--- config.mk ---
export PLATFORM = sky130hd
export DESIGN_NAME = vvfe_queue
export DESIGN_NICKNAME = d
export VERILOG_FILES = /design/src/rtl/vvfe_pkg.sv /design/src/rtl/vvfe_queue.sv
export SDC_FILE = /design/constraint.sdc
export NUM_CORES = 1
export LEC_CHECK = 0
export ABC_AREA = 1
export BUFFER_PORTS_ARGS = -buffer_cell sky130_fd_sc_hd__buf_2
export CAP_MARGIN = 20
export CORE_ASPECT_RATIO = 0.5
export CORE_MARGIN = 5
export CORE_UTILIZATION = 50
export CTS_CLUSTER_SIZE = 25
export DETAILED_ROUTE_END_ITERATION = 8
export GPL_TIMING_DRIVEN = 0
export PLACE_DENSITY = 0.74
export SYNTH_ARGS = -nofsm -noshare
export SYNTH_HDL_FRONTEND = slang
export SYNTH_SLANG_ARGS = --single-unit
--- constraint.sdc ---
create_clock -name clock -period 2.2 [get_ports clock]
set_input_delay 0.22 -clock clock [delete_from_list [all_inputs] [get_ports clock]]
set_output_delay 0.22 -clock clock [all_outputs]
set_load 0.02 [all_outputs]
--- src/rtl/vvfe_pkg.sv ---
// ----------------------------------------------------------------------------
// vvfe_pkg
// Shared types and constants of the voxel visible-face extractor.
// ----------------------------------------------------------------------------
package vvfe_pkg;

   localparam int CHUNK_SIZE_DEF = 16;
   localparam int COORD_W        = 4;
   localparam int HEIGHT_W       = 5;
   localparam int DIR_W          = 3;
   localparam int VTX_W          = 17;
   localparam int FACE_VERTS     = 4;
   localparam int VTX_MAX        = 131068;  // largest multiple of 4 in 17 bits
   localparam int NUM_DIRS       = 6;
   localparam int QUEUE_DEPTH    = 2;

   // request type codes on the input channel
   localparam logic [1:0] REQ_FILL    = 2'd0;
   localparam logic [1:0] REQ_EXAMINE = 2'd1;
   localparam logic [1:0] REQ_CLEAR   = 2'd2;

   // face direction codes, in emission order
   localparam logic [DIR_W-1:0] DIR_UP      = 3'd0;
   localparam logic [DIR_W-1:0] DIR_DOWN    = 3'd1;
   localparam logic [DIR_W-1:0] DIR_LEFT    = 3'd2;
   localparam logic [DIR_W-1:0] DIR_RIGHT   = 3'd3;
   localparam logic [DIR_W-1:0] DIR_FORWARD = 3'd4;
   localparam logic [DIR_W-1:0] DIR_BACK    = 3'd5;

   typedef enum logic [1:0] {
      OP_FILL,
      OP_EXAMINE,
      OP_CLEAR
   } op_type;

   typedef struct packed {
      op_type              op;
      logic [COORD_W-1:0]  x;
      logic [COORD_W-1:0]  y;
      logic [COORD_W-1:0]  z;
      logic [HEIGHT_W-1:0] height;
   } cmd_type;

   typedef struct packed {
      logic    valid;
      cmd_type cmd;
   } push_type;

endpackage

--- src/rtl/vvfe_queue.sv ---
// ----------------------------------------------------------------------------
// vvfe_queue
// Short command queue between the front and the back.
// ----------------------------------------------------------------------------
module vvfe_queue
   import vvfe_pkg::*;
(
   input  logic     clock,
   input  logic     reset,
   input  push_type push,
   output logic     full,
   output logic     cmd_valid,
   output cmd_type  cmd,
   input  logic     cmd_ready
);

   localparam int PW = (QUEUE_DEPTH > 1) ? $clog2(QUEUE_DEPTH) : 1;
   localparam int CW = $clog2(QUEUE_DEPTH + 1);

   cmd_type        slots_ff [QUEUE_DEPTH];
   logic [PW-1:0]  wr_ptr_ff;
   logic [PW-1:0]  rd_ptr_ff;
   logic [CW-1:0]  count_ff;
   logic           do_push;
   logic           do_pop;

   assign full      = count_ff == CW'(QUEUE_DEPTH);
   assign cmd_valid = count_ff != '0;
   assign cmd       = slots_ff[rd_ptr_ff];
   assign do_push   = push.valid && !full;
   assign do_pop    = cmd_valid && cmd_ready;

   always_ff @(posedge clock) begin
      if (do_push) begin
         slots_ff[wr_ptr_ff] <= push.cmd;
      end
   end

   always_ff @(posedge clock) begin
      if (reset) begin
         wr_ptr_ff <= '0;
         rd_ptr_ff <= '0;
         count_ff  <= '0;
      end else begin
         if (do_push) begin
            wr_ptr_ff <= (wr_ptr_ff == PW'(QUEUE_DEPTH - 1)) ? '0 : wr_ptr_ff + 1'b1;
         end
         if (do_pop) begin
            rd_ptr_ff <= (rd_ptr_ff == PW'(QUEUE_DEPTH - 1)) ? '0 : rd_ptr_ff + 1'b1;
         end
         case ({do_push, do_pop})
            2'b10:   count_ff <= count_ff + 1'b1;
            2'b01:   count_ff <= count_ff - 1'b1;
            default: count_ff <= count_ff;
         endcase
      end
   end

endmodule

## Yosys cells after proc, flatten, opt, wreduce, memory -nomap -nowiden

Memories as Yosys holds them, arrays and structs flattened. A register that Yosys moved wholly into a read port is not among the register bits.
Cells that the tools add are included.

| word-level totals | value |
|---|---|
| flip-flop bits (word level) | 4 |
| latch bits | 0 |
| RAM bits | 38 |
| memory bits (read-only) | 0 |
| input bits | 23 |
| output and inout bits | 21 |
| word-level logic and storage cells | 23 |
| memories kept | 1 |

| cells by class | value |
|---|---|
| add/subtract/negate cells | 4 |
| $mul | 0 |
| divide/modulo/power cells | 0 |
| magnitude comparators | 0 |
| equality and inequality tests | 3 |
| shifts and indexed selects | 0 |
| multiplexer cells | 7 |
| bitwise gates (word level) | 0 |
| reductions and logical operators | 5 |

Memory list:

| memory | words | bits a word | read ports | clocked after Yosys merged registers in | write ports | RTL line | source |
|---|---|---|---|---|---|---|---|
| slots_ff | 2 | 19 | 1 | 1 | 1 | vvfe_queue.sv:20 | `cmd_type slots_ff [QUEUE_DEPTH];` |

Operator list:

| operator | count |
|---|---|
| 1-bit two-way mux | 6 |
| 2-bit == test, second input constant | 2 |
| 2-bit case mux with 2 select lines | 1 |
| 2-bit nonzero test | 2 |
| 1-bit adder, second input constant | 2 |
| 2-bit by 1-bit adder with 2-bit output, second input constant | 1 |
| 2-bit by 1-bit == test with 1-bit output, second input constant | 1 |
| 1-bit logical AND | 2 |
| 2-bit by 1-bit subtractor with 2-bit output, second input constant | 1 |
| 1-bit logical NOT | 1 |

## Depth between registers and ports, before layout

| depth | value |
|---|---|
| depth in word-level cells | 5 |
| gate-level depth with buffers | 10 |
| gate-level depth less buffers | 10 |

## Worst setup path before layout

Ideal clock, no wire load.

| timing | value |
|---|---|
| path type | register to register |
| start point | register count_ff[0] |
| end point | memory slots_ff[0][0] in the netlist's numbering, enable pin |
| library setup time | 395 ps |
| arrival time | 1546 ps |
| data required time | 1805 ps |
| path slack | 260 ps |
| stages on the path, launching flop included | 5 |
| buffers on the path | 0 |
| clock period less this slack | 1940 ps |
| path through | dfxtp_1 nor2_1 nor2_1 inv_1 nor2_1 |

| between the ends | value |
|---|---|
| cells in the longest elaborated chain, start to end | 5 |

RTL lines:

| item | RTL line | source |
|---|---|---|
| start, declared | vvfe_queue.sv:23 | `logic [CW-1:0] count_ff;` |
| start signal, assigned | vvfe_queue.sv:52 | `2'b10: count_ff <= count_ff + 1'b1;` |
| start signal, assigned | vvfe_queue.sv:53 | `2'b01: count_ff <= count_ff - 1'b1;` |
| start signal, assigned | vvfe_queue.sv:54 | `default: count_ff <= count_ff;` |
| 2-bit == test | vvfe_queue.sv:27 | `assign full = count_ff == CW'(QUEUE_DEPTH);` |
| via full | vvfe_queue.sv:11 | `output logic full,` |
| 1-bit logical NOT | vvfe_queue.sv:30 | `assign do_push = push.valid && !full;` |
| 1-bit logical AND | vvfe_queue.sv:30 |  |
| 1-bit two-way mux | vvfe_queue.sv:34 | `if (do_push) begin` |
| 1-bit two-way mux (not written as such) | vvfe_queue.sv:35 | `slots_ff[wr_ptr_ff] <= push.cmd;` |
| end, declared | vvfe_queue.sv:20 |  |

The timed path passes the listed nets, and every way through them passes these cells.

## Worst setup path in the final report

| timing | value |
|---|---|
| start point | register count_ff[0] |
| end point | memory slots_ff[0][9] in the netlist's numbering, enable pin |

| between the ends | value |
|---|---|
| cells in the longest elaborated chain, start to end | 5 |

RTL lines:

| item | RTL line |
|---|---|
| 2-bit == test | vvfe_queue.sv:27 |
| 1-bit logical NOT | vvfe_queue.sv:30 |
| 1-bit logical AND | vvfe_queue.sv:30 |
| 1-bit two-way mux | vvfe_queue.sv:34 |
| 1-bit two-way mux (not written as such) | vvfe_queue.sv:35 |

Every way passes these cells.

==> metrics.txt <==
# TYPE chip_impl_metric gauge
chip_impl_metric{name="num_io_pins",unit=""} 44
chip_impl_metric{name="synth.distinct_cells",unit=""} 15
chip_impl_metric{name="number_of_antenna_violations_at_the_first_check_in_global_routing",unit=""} 0
chip_impl_metric{name="drt.antenna.violating_nets",unit=""} 0
chip_impl_metric{name="synth_simple_gate_area_share",unit="%"} 4.869
chip_impl_metric{name="antenna_cells",unit=""} 0
chip_impl_metric{name="postSynthRegisterBits",unit=""} 43
chip_impl_metric{name="clock_tree.buffer_depth",unit=""} 2
chip_impl_metric{name="yosys.area_share.adder",unit="%"} 0.7491
chip_impl_metric{name="cp_max_fo",unit=""} 11
chip_impl_metric{name="max-cap-violations",unit=""} 0
chip_impl_metric{name="starting_utilization_of_the_core_area",unit="%"} 53.87
chip_impl_metric{name="report.final.setup_viol",unit=""} 0
chip_impl_metric{name="timing_hold_violations_final",unit=""} 0
chip_impl_info{name="critPathMostFrequentCell",value="sky130_fd_sc_hd__nor2_1"} 1
chip_impl_metric{name="grt_start_max_net_pins",unit=""} 20
chip_impl_info{name="grt_setup_unrepaired",value="no"} 1
chip_impl_metric{name="core",unit="um2"} 3100
chip_impl_metric{name="finalCriticalPeriod",unit="ps"} 1701
chip_impl_metric{name="crit_required",unit="ps"} 2200
chip_impl_metric{name="cts_hold_buffers",unit=""} 0
chip_impl_metric{name="number_of_global_route_vias_before_repair",unit=""} 958
chip_impl_metric{name="vdd_ir_drop_max",unit="mV"} 0.5071
chip_impl_metric{name="vias_per_cell",unit=""} 4.890
chip_impl_metric{name="cp_slowest_stage_delay",unit="ps"} 430
chip_impl_metric{name="clock-skew-final",unit="ps"} 3.629
chip_impl_metric{name="die_w",unit="um"} 91.74
chip_impl_metric{name="final_util",unit="%"} 65.58
chip_impl_metric{name="syn_nets",unit=""} 123
chip_impl_metric{name="worst_skew_pair.late_latency",unit="ps"} 290
chip_impl_metric{name="worst_slew_margin_rel",unit="%"} 49.70
chip_impl_metric{name="synth.top_cell.area_share",unit="%"} 68.31
chip_impl_info{name="synth_top_family_by_area",value="multiplexers"} 1
chip_impl_info{name="synth_largest_area_cell",value="sky130_fd_sc_hd__edfxtp_1"} 1
chip_impl_metric{name="fillers",unit=""} 231
chip_impl_info{name="cts_tree",value="yes"} 1
chip_impl_metric{name="post_synth_instance_area",unit="um2"} 1670
chip_impl_metric{name="globalRouteOverflowTotal",unit=""} 0
chip_impl_info{name="status",value="completed"} 1
chip_impl_metric{name="wl_per_cell",unit="um"} 14.43
chip_impl_metric{name="detailedRoute.firstIterationViolations",unit=""} 23
chip_impl_metric{name="yosysSeqAreaShare",unit="%"} 74.31
chip_impl_info{name="critical_path.startpoint_type",value="flip-flop"} 1
chip_impl_metric{name="p_leak",unit="nW"} 0.8391
chip_impl_info{name="netlist_top_cells_count",value="38 x sky130_fd_sc_hd__edfxtp_1, 12 x sky130_fd_sc_hd__nor2_1, 10 x sky130_fd_sc_hd__mux2_4"} 1
chip_impl_metric{name="place.port_buffers",unit=""} 43
chip_impl_info{name="timing.critical_path.to_type",value="flip-flop"} 1
chip_impl_metric{name="drc_errors",unit=""} 0
chip_impl_metric{name="dp_hpwl",unit="um"} 1991
chip_impl_metric{name="cts.repair_timing.setup_buffer_count",unit=""} 0
chip_impl_metric{name="wirelength",unit="um"} 2757
chip_impl_metric{name="r2r_cells",unit=""} 5
chip_impl_metric{name="drt_first_pass_iters",unit=""} 4
chip_impl_metric{name="rows",unit=""} 14
chip_impl_info{name="worst_r2r_dst",value="slots_ff[0][9]"} 1
chip_impl_metric{name="synth.mux.area_fraction",unit="%"} 15.06
chip_impl_metric{name="ys_async_sr_fraction",unit="%"} 0
chip_impl_metric{name="post_route_cells_drive_above_1_share",unit="%"} 47.68
chip_impl_metric{name="fp.dieArea",unit="um2"} 4667
chip_impl_info{name="worstPathCellList",value="nor2_1, nor2_1, inv_1, nor2_2, buf_8"} 1
chip_impl_metric{name="avgSynthCellArea",unit="um2"} 16.87
chip_impl_info{name="primary_flip_flop_cell_chosen_by_synthesis_mapping",value="sky130_fd_sc_hd__edfxtp_1"} 1
chip_impl_metric{name="tritoncts_buffer_count",unit=""} 5
chip_impl_metric{name="share_of_the_cycle_needed_by_the_critical_path_after_routing",unit="%"} 77.32
chip_impl_info{name="clock_tree.root_cell",value="sky130_fd_sc_hd__clkbuf_8"} 1
chip_impl_info{name="synth_top_cells_by_area",value="sky130_fd_sc_hd__edfxtp_1 68%, sky130_fd_sc_hd__mux2_4 9.0%, sky130_fd_sc_hd__mux2_2 6.1%, sky130_fd_sc_hd__dfxtp_1 6.0%, sky130_fd_sc_hd__nor2_1 2.7%"} 1
chip_impl_metric{name="global_route_usage_over_all_layers",unit="%"} 13.14
chip_impl_metric{name="post_layout_nonfiller_instances",unit=""} 191
chip_impl_info{name="crit_path_category",value="reg -> reg"} 1
chip_impl_metric{name="max_slew.worst_pin.slew",unit="ps"} 753.7
chip_impl_metric{name="ys.warnings.count",unit=""} 0
chip_impl_metric{name="h-tree-depth",unit=""} 2
chip_impl_info{name="critical_path.slowest_cell",value="sky130_fd_sc_hd__nor2_2"} 1
chip_impl_metric{name="final_worst_hold_slack",unit="ps"} 114.7
chip_impl_metric{name="final_nets",unit=""} 174
chip_impl_metric{name="worst_setup_hold_path_clk_slew",unit="ps"} 70
chip_impl_metric{name="fin_setup_tns",unit="ps"} 0
chip_impl_info{name="regToRegStartpoint",value="count_ff[0]"} 1
chip_impl_metric{name="synthXorXnorAreaFrac",unit="%"} 0
chip_impl_metric{name="numPlacedInstances",unit=""} 183
chip_impl_metric{name="tritoncts_num_sinks",unit=""} 43
chip_impl_metric{name="chipHeight",unit="um"} 50.87
chip_impl_metric{name="power_per_standard_cell_area",unit="nW/um2"} 1012
chip_impl_info{name="synthMostInstantiatedCell",value="sky130_fd_sc_hd__edfxtp_1"} 1
chip_impl_metric{name="drv_slew",unit=""} 0
chip_impl_metric{name="area_delta_synth_final",unit="%"} 21.72
chip_impl_metric{name="routabilityCongestion",unit=""} 0.7184
chip_impl_metric{name="achievable-frequency",unit="GHz"} 0.5879
chip_impl_metric{name="synth_compound_area_share",unit="%"} 0.8989
chip_impl_metric{name="via_count",unit=""} 934
chip_impl_metric{name="grt_pass1_wl",unit="um"} 4533
chip_impl_info{name="setup.worst_path.start",value="count_ff[0]"} 1
chip_impl_metric{name="post_synth_inst_count",unit=""} 99
chip_impl_metric{name="r2r_slack",unit="ps"} 500
chip_impl_info{name="hold_path_class",value="in -> reg"} 1
chip_impl_info{name="setup.worst_path.end",value="slots_ff[0][9]"} 1
chip_impl_metric{name="post_cts.resized_instances",unit=""} 0
chip_impl_metric{name="synth_edf_count",unit=""} 38
chip_impl_metric{name="fin_total_pwr",unit="mW"} 2.058
chip_impl_metric{name="worstPathArrival",unit="ps"} 1700
[sequential cells by signal (all words and copies together), names as in the netlist, named ones only]
name       flops
rd_ptr_ff      1
slots_ff      38
wr_ptr_ff      1
count_ff       2
[metrics by stage]
| stage | cell area [um2] | setup WS [ps] |
|---|---|---|
| after floorplan | 1670 | 259.6 |
| after global placement | 1936 | -188.7 |
| after detailed placement | 1953 | 489.6 |
| after CTS | 2033 | 477.3 |
| after global routing | 2033 | 320.0 |
| final | 2033 | 499.0 |
[metal layers]
metal / GRT usage [%] / routed length [um] / vias up
met5: 0 / 0 / -
met4: 5.172 / 29 / 0
met3: 6.745 / 165 / 4
met2: 23.22 / 1477 / 24
met1: 13.65 / 1085 / 451
li1: - / - / 455
[cells by family (layout without fill, tap and decap cells)]
family | Yosys count | after routing
flip-flops | 43 | 43
multiplexers | 19 | 19
AND/OR/NAND/NOR | 21 | 21
AO/OA/AOI/OAI | 3 | 3
buffers and inverters | 12 | 64
adder cells (fa/ha/maj) | 1 | 1
[critical path: cells and delay by family, from the launching register on]
kind / cells / cell delay, ps
flip-flops: 1 / 390
buffers and inverters: 2 / 320
AND/OR/NAND/NOR: 3 / 690
[area by class of cell]
class / count / area, um2 / share of cell area (%)
sequential: 43 / 1241 / 61.05
multi-input combinational: 44 / 362.8 / 17.85
timing repair buffer: 44 / 230.2 / 11.32
clock buffer: 8 / 80.08 / 3.938
tap: 40 / 50.05 / 2.462
inverter: 10 / 37.54 / 1.846
buffer: 2 / 31.28 / 1.538
[worst min path at each step]
| stage | startpoint | endpoint | slack [ps] | cells past startpoint |
|---|---|---|---|---|
| 2_1_floorplan | push[0] | slots_ff[0][0] | 320 | 0 |
| 3_3_place_gp | push[17] | slots_ff[0][17] | 410 | 1 |
| 3_5_place_dp | push[6] | slots_ff[0][6] | 410 | 1 |
| 4_1_cts | push[6] | slots_ff[0][6] | 110 | 1 |
| 5_1_grt | push[17] | slots_ff[1][17] | 100 | 1 |
| 6_report | push[6] | slots_ff[0][6] | 110 | 1 |
[cell usage in the layout, fill, tap and decap left out]
master                     Yosys  layout
sky130_fd_sc_hd__a21oi_1       1       1
sky130_fd_sc_hd__buf_12        1       1
sky130_fd_sc_hd__buf_2         0      43
sky130_fd_sc_hd__buf_6         1       1
sky130_fd_sc_hd__buf_8         0       1
sky130_fd_sc_hd__clkbuf_1      0       3
sky130_fd_sc_hd__clkbuf_8      0       5
sky130_fd_sc_hd__dfxtp_1       5       5
sky130_fd_sc_hd__edfxtp_1     38      38
sky130_fd_sc_hd__ha_1          1       1
sky130_fd_sc_hd__inv_1         9       9
sky130_fd_sc_hd__inv_2         1       1
sky130_fd_sc_hd__mux2_2        9       9
sky130_fd_sc_hd__mux2_4       10      10
sky130_fd_sc_hd__nand2_1       8       8
sky130_fd_sc_hd__nand4_1       1       1
sky130_fd_sc_hd__nor2_1       12      11
sky130_fd_sc_hd__nor2_2        0       1
sky130_fd_sc_hd__o21ai_0       1       1
sky130_fd_sc_hd__o21ai_1       1       1
[report_power, final]
group | leakage, nW | switching (mW) | total (mW) | internal (mW)
registers | 0.397 | 0.0328 | 1.03 | 0.999
clock network | 0.0395 | 0.243 | 0.468 | 0.225
logic | 0.403 | 0.316 | 0.558 | 0.242
total | 0.839 | 0.592 | 2.06 | 1.47
(Power assumes the default switching activity.)
